`src/sv/bls_pkg.sv`:
```
// shared constants and types for the line pixel stepper
`default_nettype none

package bls_pkg;

    // default frame size in pixels
    localparam int FRAME_WIDTH_DEF  = 1024;
    localparam int FRAME_HEIGHT_DEF = 1024;

    // field widths
    localparam int COORD_W = 16;
    localparam int DELTA_W = 17;
    localparam int ADDR_W  = 22;
    localparam int COLOR_W = 24;
    localparam int BYTE_W  = 8;

    // color after reset: white
    localparam logic [COLOR_W-1:0] COLOR_RESET = 24'hFFFFFF;

    // item mode codes
    localparam logic MODE_START = 1'b0;
    localparam logic MODE_STEP  = 1'b1;

    // frame check result for one pixel
    typedef struct packed {
        logic              visible;
        logic [ADDR_W-1:0] addr;
    } bls_pix_t;

endpackage

`default_nettype wire

```
`src/sv/bls_pixel_addr.sv`:
```
// frame clip test and framebuffer byte address for one pixel
`default_nettype none

module bls_pixel_addr #(
    parameter int FRAME_WIDTH  = bls_pkg::FRAME_WIDTH_DEF,
    parameter int FRAME_HEIGHT = bls_pkg::FRAME_HEIGHT_DEF
) (
    input  wire logic signed [bls_pkg::COORD_W-1:0] px,
    input  wire logic signed [bls_pkg::COORD_W-1:0] py,
    output bls_pkg::bls_pix_t                       pix
);
    import bls_pkg::*;

    // two address bits below the pixel index select the byte of a 4-byte pixel
    localparam int LIN_W = ADDR_W - 2;

    logic        x_in;
    logic        y_in;
    logic [31:0] lin;

    // clip against the frame, negative coordinates are outside
    assign x_in = !px[COORD_W-1]
                  && ({1'b0, px[COORD_W-2:0]} < COORD_W'(FRAME_WIDTH));
    assign y_in = !py[COORD_W-1]
                  && ({1'b0, py[COORD_W-2:0]} < COORD_W'(FRAME_HEIGHT));

    // linear pixel index y*width + x
    assign lin = 32'(py[COORD_W-2:0]) * 32'(FRAME_WIDTH) + 32'(px[COORD_W-2:0]);

    always_comb
    begin
        pix.visible = x_in && y_in;
        pix.addr    = pix.visible ? {lin[LIN_W-1:0], 2'b00} : '0;
    end

endmodule

`default_nettype wire

```
`src/sv/bresenham_line_pixel_stepper.sv`:
```
// Bresenham line stepper: start and step items in, one pixel result per item
// Latency: a result is valid in the cycle after its item is accepted.
// Throughput: one item per cycle; in_ready is high whenever the result
//   register is empty or its result is taken in the same cycle.
// The path per item is one delta add/compare and one address multiply.
// Reset (rst_n low, asynchronous) drops any line, empties the result
//   register and sets draw color to white.
`default_nettype none

module bresenham_line_pixel_stepper #(
    parameter int FRAME_WIDTH  = bls_pkg::FRAME_WIDTH_DEF,
    parameter int FRAME_HEIGHT = bls_pkg::FRAME_HEIGHT_DEF
) (
    input  wire logic                                clk,
    input  wire logic                                rst_n,
    // configuration write
    input  wire logic                                cfg_valid,
    output logic                                     cfg_ready,
    input  wire logic [bls_pkg::COLOR_W-1:0]         cfg_data,
    // input items
    input  wire logic                                in_valid,
    output logic                                     in_ready,
    input  wire logic                                mode,
    input  wire logic signed [bls_pkg::COORD_W-1:0]  x_start,
    input  wire logic signed [bls_pkg::COORD_W-1:0]  y_start,
    input  wire logic signed [bls_pkg::COORD_W-1:0]  x_end,
    input  wire logic signed [bls_pkg::COORD_W-1:0]  y_end,
    // result items
    output logic                                     out_valid,
    input  wire logic                                out_ready,
    output logic                                     pixel_valid,
    output logic signed [bls_pkg::COORD_W-1:0]       pixel_x,
    output logic signed [bls_pkg::COORD_W-1:0]       pixel_y,
    output logic                                     inside_frame,
    output logic [bls_pkg::ADDR_W-1:0]               byte_address,
    output logic [bls_pkg::BYTE_W-1:0]               red,
    output logic [bls_pkg::BYTE_W-1:0]               green,
    output logic [bls_pkg::BYTE_W-1:0]               blue,
    output logic                                     last_pixel
);
    import bls_pkg::*;

    // line state
    logic [COLOR_W-1:0] color_reg;
    logic [COORD_W-1:0] cur_x_reg,      cur_x_next;
    logic [COORD_W-1:0] cur_y_reg,      cur_y_next;
    logic [DELTA_W-1:0] err_reg,        err_next;
    logic [DELTA_W-1:0] d_major_reg,    d_major_next;
    logic [DELTA_W-1:0] d_minor_reg,    d_minor_next;
    logic [DELTA_W-1:0] steps_reg,      steps_next;
    logic               x_neg_reg,      x_neg_next;
    logic               y_neg_reg,      y_neg_next;
    logic               x_major_reg,    x_major_next;
    logic               active_reg,     active_next;

    // result register
    logic               out_valid_reg;
    logic               res_pv;
    logic               res_last;
    logic               pv_reg;
    logic               last_reg;
    logic [COORD_W-1:0] px_reg;
    logic [COORD_W-1:0] py_reg;
    logic               inside_reg;
    logic [ADDR_W-1:0]  addr_reg;
    logic [COLOR_W-1:0] rgb_reg;

    // datapath
    logic               in_fire;
    logic [DELTA_W-1:0] dx;
    logic [DELTA_W-1:0] dy;
    logic [DELTA_W-1:0] adx;
    logic [DELTA_W-1:0] ady;
    logic               x_major_new;
    logic [DELTA_W:0]   e_sum;
    logic               minor_move;
    logic [DELTA_W-1:0] steps_dec;
    bls_pix_t           pix;

    assign cfg_ready = 1'b1;
    assign in_ready  = !out_valid_reg || out_ready;
    assign in_fire   = in_valid && in_ready;

    // endpoint deltas and their magnitudes
    assign dx  = {x_end[COORD_W-1], x_end} - {x_start[COORD_W-1], x_start};
    assign dy  = {y_end[COORD_W-1], y_end} - {y_start[COORD_W-1], y_start};
    assign adx = dx[DELTA_W-1] ? (~dx + 1'b1) : dx;
    assign ady = dy[DELTA_W-1] ? (~dy + 1'b1) : dy;
    assign x_major_new = adx > ady;

    // error update for a step
    assign e_sum      = {1'b0, err_reg} + {1'b0, d_minor_reg};
    assign minor_move = e_sum >= {1'b0, d_major_reg};
    assign steps_dec  = steps_reg - 1'b1;

    // next state and the pixel this item gives
    always_comb
    begin
        cur_x_next   = cur_x_reg;
        cur_y_next   = cur_y_reg;
        err_next     = err_reg;
        d_major_next = d_major_reg;
        d_minor_next = d_minor_reg;
        steps_next   = steps_reg;
        x_neg_next   = x_neg_reg;
        y_neg_next   = y_neg_reg;
        x_major_next = x_major_reg;
        active_next  = active_reg;
        res_pv       = 1'b0;
        res_last     = 1'b0;
        if (mode == MODE_START)
        begin
            cur_x_next   = x_start;
            cur_y_next   = y_start;
            x_neg_next   = dx[DELTA_W-1] || (dx == '0);
            y_neg_next   = dy[DELTA_W-1] || (dy == '0);
            x_major_next = x_major_new;
            d_major_next = x_major_new ? adx : ady;
            d_minor_next = x_major_new ? ady : adx;
            err_next     = d_major_next >> 1;
            steps_next   = d_major_next;
            active_next  = d_major_next != '0;
            res_pv       = 1'b1;
            res_last     = !active_next;
        end
        else if (active_reg)
        begin
            err_next = minor_move ? DELTA_W'(e_sum - {1'b0, d_major_reg})
                                  : DELTA_W'(e_sum);
            // major axis always moves, minor axis on error overflow
            if (x_major_reg || minor_move)
            begin
                cur_x_next = x_neg_reg ? cur_x_reg - 1'b1 : cur_x_reg + 1'b1;
            end
            if (!x_major_reg || minor_move)
            begin
                cur_y_next = y_neg_reg ? cur_y_reg - 1'b1 : cur_y_reg + 1'b1;
            end
            steps_next  = steps_dec;
            active_next = steps_dec != '0;
            res_pv      = 1'b1;
            res_last    = steps_dec == '0;
        end
    end

    // clip and address of the new pixel
    bls_pixel_addr #(
        .FRAME_WIDTH  (FRAME_WIDTH),
        .FRAME_HEIGHT (FRAME_HEIGHT)
    ) u_pix (
        .px  (cur_x_next),
        .py  (cur_y_next),
        .pix (pix)
    );

    // control and line state
    always_ff @(posedge clk or negedge rst_n)
    begin
        if (!rst_n)
        begin
            color_reg     <= COLOR_RESET;
            cur_x_reg     <= '0;
            cur_y_reg     <= '0;
            err_reg       <= '0;
            d_major_reg   <= '0;
            d_minor_reg   <= '0;
            steps_reg     <= '0;
            x_neg_reg     <= 1'b0;
            y_neg_reg     <= 1'b0;
            x_major_reg   <= 1'b0;
            active_reg    <= 1'b0;
            out_valid_reg <= 1'b0;
        end
        else
        begin
            if (cfg_valid && cfg_ready)
            begin
                color_reg <= cfg_data;
            end
            if (in_fire)
            begin
                cur_x_reg   <= cur_x_next;
                cur_y_reg   <= cur_y_next;
                err_reg     <= err_next;
                d_major_reg <= d_major_next;
                d_minor_reg <= d_minor_next;
                steps_reg   <= steps_next;
                x_neg_reg   <= x_neg_next;
                y_neg_reg   <= y_neg_next;
                x_major_reg <= x_major_next;
                active_reg  <= active_next;
            end
            if (in_fire)
            begin
                out_valid_reg <= 1'b1;
            end
            else if (out_ready)
            begin
                out_valid_reg <= 1'b0;
            end
        end
    end

    // result payload, all zero when no pixel is given
    always_ff @(posedge clk)
    begin
        if (in_fire)
        begin
            pv_reg     <= res_pv;
            last_reg   <= res_last;
            px_reg     <= res_pv ? cur_x_next : '0;
            py_reg     <= res_pv ? cur_y_next : '0;
            inside_reg <= res_pv && pix.visible;
            addr_reg   <= res_pv ? pix.addr : '0;
            rgb_reg    <= res_pv ? color_reg : '0;
        end
    end

    assign out_valid    = out_valid_reg;
    assign pixel_valid  = pv_reg;
    assign pixel_x      = px_reg;
    assign pixel_y      = py_reg;
    assign inside_frame = inside_reg;
    assign byte_address = addr_reg;
    assign red          = rgb_reg[23:16];
    assign green        = rgb_reg[15:8];
    assign blue         = rgb_reg[7:0];
    assign last_pixel   = last_reg;

endmodule

`default_nettype wire

```
`config.mk`:
```
export PLATFORM = sky130hd
export DESIGN_NAME = bresenham_line_pixel_stepper
export DESIGN_NICKNAME = d
export VERILOG_FILES = /design/src/sv/bls_pkg.sv /design/src/sv/bls_pixel_addr.sv /design/src/sv/bresenham_line_pixel_stepper.sv
export SDC_FILE = /design/constraint.sdc
export NUM_CORES = 1
export LEC_CHECK = 0
export BUFFER_PORTS_ARGS = -buffer_cell sky130_fd_sc_hd__buf_2
export CAP_MARGIN = 20
export CORE_MARGIN = 2
export CORE_UTILIZATION = 55
export CTS_CLUSTER_SIZE = 20
export DETAILED_ROUTE_END_ITERATION = 8
export PLACE_DENSITY = 0.81
export SYNTH_ARGS = -nofsm -noshare
export SYNTH_HDL_FRONTEND = slang
export SYNTH_SLANG_ARGS = --single-unit
```
`constraint.sdc`:
```
create_clock -name clk -period 8.4 [get_ports clk]
set_clock_uncertainty 0.1 [all_clocks]
set_input_delay 0.42 -clock clk [delete_from_list [all_inputs] [get_ports clk]]
set_output_delay 0.42 -clock clk [all_outputs]
set_load 0.03 [all_outputs]
```
==> impl_metrics.csv, run 1 <==
group,metric,value,unit
detailed_routing,detail-route-antenna-nets,0,
yosys,yosysSeqAreaShare,36.1,%
sta,timing.slew.headroom,31.5,%
global_route,grt_antenna_before_repair,0,
clocking,clk_transition_reported_paths,0.06,ns
placement,dp_hpwl,32600,um
clocking,ctsHoldBuffers,1,
clocking,clk_latency,0.52,ns
yosys,syn_inst,1732,
yosys,async_flop_share,62.0,%
floorplanning,initial_core_util,56.0,%
worst_setup_path,cp_slowest_cell,"a211oi_2",
floorplanning,rows,61,
detailed_routing,wire_per_inst,18.8,um
yosys,yosysWarnings,0,
yosys,synth_area,15600,sq um
clocking,clockBufferDepth,3,
sta,fmax,135,MHz
floorplanning,die_w,172,um
clocking,cts_max_level,1,
flow_run,maxCapViolCount,0,
placement,io_buffers,174,
placement,place_area,16800,sq um
sta,setup_tns,0,ns
yosys,synth_edf_count,79,
yosys,avgSynthCellArea,9.00,sq um
finish,fin_nets,2103,
worst_setup_path,r2r_setup_slack,1.01,ns
status,outcome,"finished, final reports clean",
global_route,track_usage,29.0,%
finish,n_antenna_cell,0,
floorplanning,io_pins,178,
finish,utilization,63.2,%
finish,drive_above_1_share,18.7,%
floorplanning,core_area,27900,sq um
floorplanning,dieArea,29700,sq um
global_route,grt_start_max_net_pins,73,
power,p_leak,7.71,nW
detailed_routing,drt_iter0_markers,1194,
sta,fin_crit,7.39,ns
worst_setup_path,crit_fanout,14,
detailed_routing,first_pass_iters,6,
yosys,ys.flop_type,"dfrtp_1",
worst_setup_path,cp_common_cell,"a21oi_1",
clocking,ctsResizeCount,0,
detailed_routing,drt-total-wl,42800,um
global_route,grt_pass1_wl,68500,um
global_route,grt-ovfl-total,0,
sta,min_period_over_period,88.0,%
clocking,cts_tree,"done",
finish,syn_to_final_growth,12.9,%
finish,final_area,17600,sq um
worst_setup_path,max_stage_delay,0.86,ns
sta,final-setup-viol-count,0,
floorplanning,die_h,172,um
clocking,clockRootBuffer,"clkbuf_16",
yosys,ys_ff_latch,208,
clocking,clock_sinks,208,
detailed_routing,drc,0,
worst_setup_path,start_kind,"flip-flop",
power,peakVddDrop,0.286,mV
sta,rsz0062_at_grt,"false",
sta,slew_violations,0,
clocking,numCtsBuffers,23,
detailed_routing,avgViaCountPerCell,6.05,
worst_setup_path,endpoint_kind,"flip-flop",
clocking,post_cts_buffers,0,
worst_setup_path,arrival,7.54,ns
worst_setup_path,path_class,"reg2reg",
detailed_routing,routed-via-count,13800,
power,power_density,440,nW/um^2
sta,finalHoldViolations,0,
placement,gp_congestion,0.962,
yosys,synth_cell_types,103,
worst_hold_path,hold_class,"in2reg",
sta,tightest_slew,1.02,ns
worst_setup_path,critPathRequiredTime,8.55,ns
global_route,grt_pass1_vias,13300,
[critical path, delay by kind of cell (launching register included)]
| family | cells | cell delay, ns |
|---|---|---|
| AOI/OAI and AO/OA | 15 | 3.98 |
| adders and majority gates | 5 | 1.47 |
| and+or+nand+nor | 4 | 0.65 |
| DFF | 1 | 0.38 |
| xor gates and xnor gates | 2 | 0.33 |
| muxes | 1 | 0.16 |
| buffers and inverters | 1 | 0.06 |
[placed cells by master, fill, tap and decap left out, types with 13 or more instances in the layout]
master | netlist | routed
o21a_1 | 20 | 20
nor3_1 | 38 | 38
inv_1 | 100 | 100
buf_2 | 4 | 172
xor2_1 | 42 | 42
nand2_1 | 177 | 177
buf_4 | 3 | 16
nand2b_1 | 18 | 18
a211oi_1 | 19 | 19
mux2i_1 | 20 | 20
dfrtp_1 | 105 | 105
or3_1 | 14 | 14
o211ai_1 | 28 | 28
mux2_2 | 37 | 37
nor2_1 | 151 | 150
clkbuf_16 | 0 | 24
ha_1 | 120 | 120
a31oi_1 | 20 | 20
a21oi_1 | 133 | 131
edfxtp_1 | 79 | 79
nand3_1 | 25 | 25
and2_1 | 38 | 38
nand4_1 | 13 | 13
xnor2_1 | 59 | 59
a21o_1 | 32 | 32
dfstp_2 | 24 | 24
o21ai_0 | 140 | 140
[per-layer routing]
metal	vias up	part of all wire, %	wire length [um]	GRT usage (%)
li1	6575	-	-	-
met1	6565	43	18600	39.3
met2	534	46	19800	48.3
met3	94	7.1	3040	3.69
met4	0	3.2	1360	9.32
met5	-	0	0	0
[cells in the mapped netlist, drive strengths merged, types with 34 or more instances]
library cell	instances	area [sq um]
xor2	43	384
nor2	151	567
inv	101	379
and2	41	260
edfxtp	79	2370
nand2	177	664
a21o	34	264
dfrtp	105	2630
mux2	37	417
nor3	38	190
clkbuf	55	216
o21ai	147	743
ha	120	1500
a21oi	136	692
xnor2	61	549
[worst paths after layout]
path / cells past startpoint / to / from
max: 28 / byte_address[20] / err_reg[0]
min: 2 / color_reg[20] / cfg_data[20]
max reg2reg: 28 / byte_address[20] / err_reg[0]
min reg2reg: 2 / d_minor_reg[5] / d_minor_reg[5]
max in group asynchronous: 3 / err_reg[1] / rst_n
min in group asynchronous: 2 / cur_y_reg[7] / rst_n
[cell type report]
cell class              instances  area, sq um
flip-flops and latches        208         5630
repair buffers                190         1010
well taps                     378          473
clock buffers                  35          722
multi-input cells            1356         9320
inverters                     103          389
clock inverters                 6         67.6
fillers                      2267        10300
[power breakdown]
part	internal, mW	switching [mW]
clock	0.625	0.416
combinational	2.02	3.10
sequential	1.38	0.205
[logic make-up (layout without fill, tap and decap cells)]
group                      count (synthesis)  after routing  synth area share, %
and+or+nand+nor                          550            550                 17.1
AOI/OAI and AO/OA                        515            515                 22.1
DFF                                      208            208                 36.1
buffers and inverters                    169            334                 4.24
adders and majority gates                127            127                 10.5
xor gates and xnor gates                 104            104                 5.99
muxes                                     57             57                 3.96
other                                      2              3               0.0482
[through the flow]
step | worst slack (ns) | hold WS, ns | instances | power [mW]
finish | 1.01 | 0.0406 | 2276 | 7.74
global route | 0.385 | 0.0431 | 2276 | 8.38
CTS | 1.06 | 0.0338 | 2275 | 7.64
detailed placement | 1.14 | 0.377 | 2233 | 6.56
global placement | 1.38 | 0.365 | 2233 | 6.43
floorplan | 2.01 | 0.0244 | 1733 | 5.45
Note: power is estimated with default switching activity, not from simulation.
==> run 2: changes to the inputs <==
- BUFFER_PORTS_ARGS: -buffer_cell sky130_fd_sc_hd__buf_2 -> unset
- DONT_BUFFER_PORTS: unset -> 1
- HOLD_SLACK_MARGIN: unset -> 0.08
- PLACE_DENSITY: 0.81 -> 0.75
==> impl_metrics.csv, run 2 (synthesis gave the netlist of run 1 again) <==
group,metric,value,unit
finish,syn_to_final_growth,11.2,%
global_route,met3_usage,3.57,%
sta,tightest_slew,1.04,ns
finish,final_cell_mix,"177 x nand2_1, 150 x nor2_1, 140 x o21ai_0, 131 x a21oi_1, 120 x ha_1",
sta,setup_ws,1.36,ns
worst_setup_path,path_class,"reg2reg",
global_route,grt-ovfl-total,0,
floorplanning,die_h,172,um
worst_setup_path,r2r_setup_slack,1.36,ns
global_route,grt_use_met2,48.6,%
sta,finalHoldViolations,0,
detailed_routing,drt-total-wl,43600,um
finish,fin_nets,1983,
detailed_routing,wire_per_inst,20.2,um
clocking,numCtsBuffers,22,
worst_setup_path,start_kind,"flip-flop",
worst_setup_path,cp_slowest_cell,"a211oi_2",
worst_hold_path,holdCritStartpoint,"mode",
placement,gp_congestion,0.935,
sta,holdWs,0.0967,ns
clocking,clockRootBuffer,"clkbuf_16",
worst_setup_path,path_depth,28,
worst_setup_path,crit_start,"err_reg[0]",
sta,final-setup-viol-count,0,
floorplanning,initial_core_util,56.0,%
clocking,cts_tree,"done",
sta,rsz0062_at_grt,"false",
clocking,clk_latency,0.52,ns
detailed_routing,detail-route-antenna-nets,0,
worst_hold_path,holdPathStages,3,
worst_setup_path,crit_fanout,8,
floorplanning,core_area,27900,sq um
detailed_routing,avgViaCountPerCell,6.16,
finish,drive_above_1_share,10.2,%
global_route,grt_pass1_vias,12900,
placement,io_buffers,0,
clocking,clock_sinks,208,
global_route,grt_antenna_before_repair,1,
power,peakVddDrop,0.281,mV
worst_setup_path,max_stage_delay,0.64,ns
floorplanning,die_w,172,um
placement,dp_slack,1.36,ns
clocking,post_cts_buffers,0,
detailed_routing,drt_iter0_markers,1112,
worst_hold_path,hold_class,"in2reg",
flow_run,maxCapViolCount,0,
sta,fin_crit,7.04,ns
power,p_leak,7.26,nW
worst_setup_path,critPathTopFamily,"compound AO/OA/AOI/OAI gates",
clocking,cts_max_level,1,
placement,dp_hpwl,31800,um
global_route,gr-usage-met1,41.1,%
floorplanning,rows,61,
sta,timing.slew.headroom,30.7,%
global_route,grt_start_max_net_pins,130,
global_route,grt_busiest_layer,"met2",
detailed_routing,routed-via-count,13300,
sta,fmax,142,MHz
finish,utilization,62.2,%
clocking,clk_transition_reported_paths,0.07,ns
floorplanning,dieArea,29700,sq um
finish,final_common_cell,"nand2_1",
sta,slew_violations,0,
worst_setup_path,r2r-start,"err_reg[0]",
worst_setup_path,arrival,7.20,ns
worst_setup_path,cp_common_cell,"a21oi_1",
global_route,track_usage,29.6,%
clocking,clockBufferDepth,3,
sta,setup_tns,0,ns
worst_setup_path,cp.buffers_inverters,1,
floorplanning,io_pins,178,
detailed_routing,drc,0,
worst_setup_path,critPathRequiredTime,8.56,ns
detailed_routing,first_pass_iters,6,
power,power_density,447,nW/um^2
worst_setup_path,rr_worst_depth,28,
global_route,grt_pass1_wl,69300,um
worst_setup_path,endpoint_kind,"flip-flop",
sta,min_period_over_period,83.8,%
status,outcome,"finished, final reports clean",
[run 2: worst register-to-register path, delay by kind of cell (launching register included)]
family | cells | cell delay (ns)
multiplexers | 1 | 0.17
AO/OA/AOI/OAI | 15 | 3.69
AND/OR/NAND/NOR | 4 | 0.66
flip-flops | 1 | 0.38
XOR/XNOR | 2 | 0.28
adder cells (fa/ha/maj) | 5 | 1.44
buffers and inverters | 1 | 0.06
[run 2: power breakdown]
part | total [mW] | leakage, nW | internal (mW) | switching [mW]
clock network | 1.08 | 0.393 | 0.665 | 0.420
logic | 4.97 | 4.58 | 2.00 | 2.96
registers | 1.70 | 2.29 | 1.38 | 0.315
[run 2: final timing paths]
path | endpoint
max | byte_address[20]
min | cur_x_reg[12]
max reg2reg | byte_address[20]
min reg2reg | d_minor_reg[5]
max in group asynchronous | cur_y_reg[1]
min in group asynchronous | cur_y_reg[14]
[run 2: final cells by class]
| type | instances | area, sq um |
|---|---|---|
| antenna | 3 | 7.51 |
| clock buffer | 25 | 593 |
| clock inverter | 15 | 215 |
| fill | 2337 | 10500 |
| inverter | 103 | 389 |
| multi-input combinational | 1356 | 9320 |
| sequential | 208 | 5630 |
| tap | 378 | 473 |
| timing repair buffer | 71 | 708 |
[run 2: layer usage]
| metal | up-vias | wire (um) |
|---|---|---|
| met5 | - | 0 |
| li1 | 6349 | - |
| met1 | 6343 | 19000 |
| met3 | 85 | 3380 |
| met4 | 0 | 1210 |
| met2 | 529 | 20000 |
[run 2: per-stage QoR]
step           cells  instance area (sq um)  total power [mW]
2_1_floorplan   1733                  15600              5.45
6_report        2159                  17300              7.75
4_1_cts         2155                  17300              7.65
5_1_grt         2156                  17300              8.39
3_3_place_gp    2059                  15900              6.40
3_5_place_dp    2059                  15900              6.48
[run 2: timing repair]
item	in CTS	in global routing
endpoints found under the hold margin	180	0
hold buffers	56	0
gates resized for setup	0	0
==> run 3: changes to the inputs <==
- ABC_AREA: unset -> 1
- PLACE_DENSITY: 0.75 -> 0.78
- clock period: 8.4 -> 6.34 ns (I/O delays scaled with it)
==> impl_metrics.csv, run 3 <==
group,metric,value,unit
status,outcome,"finished, final reports clean",
sta,fin_crit,5.99,ns
worst_hold_path,hold_class,"in2reg",
power,peakVddDrop,0.386,mV
yosys,synth_area,16400,sq um
finish,fin_nets,2549,
global_route,grt_pass1_vias,14900,
sta,finalHoldViolations,0,
yosys,synth_edf_count,79,
finish,drive_above_1_share,7.00,%
flow_run,maxCapViolCount,0,
yosys,yosysSeqAreaShare,34.4,%
yosys,ys.flop_type,"dfrtp_1",
global_route,grt_antenna_before_repair,0,
sta,setup_tns,0,ns
detailed_routing,avgViaCountPerCell,5.59,
yosys,ys_ff_latch,208,
detailed_routing,first_pass_iters,5,
floorplanning,die_h,176,um
power,power_density,606,nW/um^2
floorplanning,core_area,29500,sq um
detailed_routing,drc,0,
finish,n_antenna_cell,0,
detailed_routing,detail-route-antenna-nets,0,
worst_setup_path,cp_slowest_cell,"fa_1",
floorplanning,dieArea,31100,sq um
sta,tightest_slew,0.891,ns
sta,min_period_over_period,94.4,%
yosys,synthTopCellsByCount,"606 x nand2_1, 305 x inv_1, 198 x nor2_1",
clocking,clockRootBuffer,"clkbuf_16",
worst_setup_path,crit_fanout,14,
clocking,cts_tree,"done",
yosys,synth_area_leaders,"dfrtp_1 16%, edfxtp_1 14%, nand2_1 14%",
sta,timing.slew.headroom,40.6,%
worst_setup_path,arrival,6.16,ns
finish,final_cell_mix,"605 x nand2_1, 305 x inv_1, 196 x nor2_1, 157 x nand3_1, 149 x o21ai_0",
clocking,numCtsBuffers,23,
floorplanning,initial_core_util,55.5,%
global_route,grt-ovfl-total,0,
clocking,clk_latency,0.54,ns
worst_setup_path,start_kind,"flip-flop",
sta,fmax,167,MHz
worst_setup_path,max_stage_delay,0.43,ns
power,p_leak,9.11,nW
clocking,clockBufferDepth,3,
sta,slew_violations,0,
placement,io_buffers,0,
worst_setup_path,cp_common_cell,"nand2_1",
floorplanning,io_pins,178,
yosys,async_flop_share,62.0,%
clocking,cts_max_level,1,
global_route,track_usage,31.1,%
placement,dp_hpwl,34400,um
worst_setup_path,endpoint_kind,"flip-flop",
floorplanning,rows,63,
yosys,syn_inst,2255,
clocking,clk_transition_reported_paths,0.06,ns
yosys,synth_cell_types,63,
worst_setup_path,path_class,"reg2reg",
finish,utilization,62.5,%
yosys,synth.most_common_cell,"nand2_1",
yosys,yosysTopAreaCell,"dfrtp_1",
floorplanning,die_w,176,um
global_route,grt_start_max_net_pins,130,
yosys,synth_top_area_share,16.1,%
sta,rsz0062_at_grt,"false",
sta,holdWs,0.0754,ns
global_route,grt_pass1_wl,77300,um
detailed_routing,routed-via-count,15300,
power,power,11.2,mW
finish,final_common_cell,"nand2_1",
clocking,clock_sinks,208,
detailed_routing,drt-total-wl,48400,um
detailed_routing,wire_per_inst,17.7,um
finish,syn_to_final_growth,12.6,%
worst_setup_path,critPathRequiredTime,6.51,ns
placement,gp_congestion,0.946,
sta,final-setup-viol-count,0,
detailed_routing,drt_iter0_markers,1290,
yosys,yosysWarnings,0,
yosys,avgSynthCellArea,7.26,sq um
run 3: cell count changes after synthesis, moves of 23 or more:
cell / previous run / this run
a21oi_1: 133 / 109
nor3_1: 38 / 10
nor2_1: 151 / 198
a21o_1: 32 / 9
inv_1: 100 / 305
mux2_2: 37 / 0
nor2_2: 0 / 23
nand2_1: 177 / 606
xnor2_1: 59 / 26
nand3_1: 25 / 157
and2_1: 38 / 4
run 3: through the flow:
step	std cells	area (sq um)	setup WS (ns)
4_1_cts	2733	18400	0.149
6_report	2734	18400	0.352
3_5_place_dp	2597	16600	0.228
3_3_place_gp	2597	16600	0.458
5_1_grt	2734	18400	0.0125
2_1_floorplan	2256	16400	0.961
run 3: worst paths after layout:
path / depth (start not counted) / to / from / slack, ns
min: 4 / cur_x_reg[10] / x_start[10] / 0.08
max: 34 / byte_address[20] / err_reg[0] / 0.35
max reg2reg: 34 / byte_address[20] / err_reg[0] / 0.35
max in group asynchronous: 2 / cur_y_reg[14] / rst_n / 5.27
min in group asynchronous: 2 / steps_reg[3] / rst_n / 0.33
min reg2reg: 2 / d_major_reg[16] / d_major_reg[16] / 0.39
run 3: per-layer routing:
| layer | vias up | wire length (um) | track usage, % |
|---|---|---|---|
| met3 | 100 | 3860 | 4.84 |
| li1 | 7512 | - | - |
| met2 | 616 | 22600 | 52.7 |
| met5 | - | 0 | 0 |
| met4 | 0 | 1760 | 11.7 |
| met1 | 7057 | 20200 | 40.1 |
run 3: logic make-up (layout without fill, tap and decap cells):
family                     Yosys count  after routing  synth area share [%]
buffers and inverters              380            468                  9.24
DFF                                208            208                  34.4
other                                2              3                0.0459
and+or+nand+nor                   1073           1073                  28.1
adders and majority gates          127            127                  10.0
xor gates and xnor gates            86             86                  4.74
AOI/OAI and AO/OA                  379            379                  13.5
run 3: worst max-delay path, delay by kind of cell, from the launching register on:
| kind | cells | cell delay [ns] |
|---|---|---|
| buffers and inverters | 3 | 0.19 |
| AND/OR/NAND/NOR | 17 | 1.66 |
| adder cells (fa/ha/maj) | 5 | 1.66 |
| flip-flops | 1 | 0.38 |
| XOR/XNOR | 2 | 0.27 |
| AO/OA/AOI/OAI | 7 | 1.45 |
run 3: final cells by class:
class,instances,area [sq um]
clock buffer,31,626
fill,2581,11100
multi-input combinational,1668,9250
sequential,208,5630
tap,390,488
inverter,320,1220
clock inverter,10,121
timing repair buffer,107,1090
run 3: report_power, final:
part           switching [mW]  total [mW]  internal [mW]
Clock                   0.578        1.36          0.780
Combinational            4.75        7.44           2.68
Sequential              0.486        2.36           1.88
Total                    5.82        11.2           5.34
run 3: timing repair:
action,in CTS,in global routing
hold buffers,95,0
endpoints found under the hold margin,230,0
setup endpoints to repair,0,5
resized for setup,0,12
buffers inserted,0,1
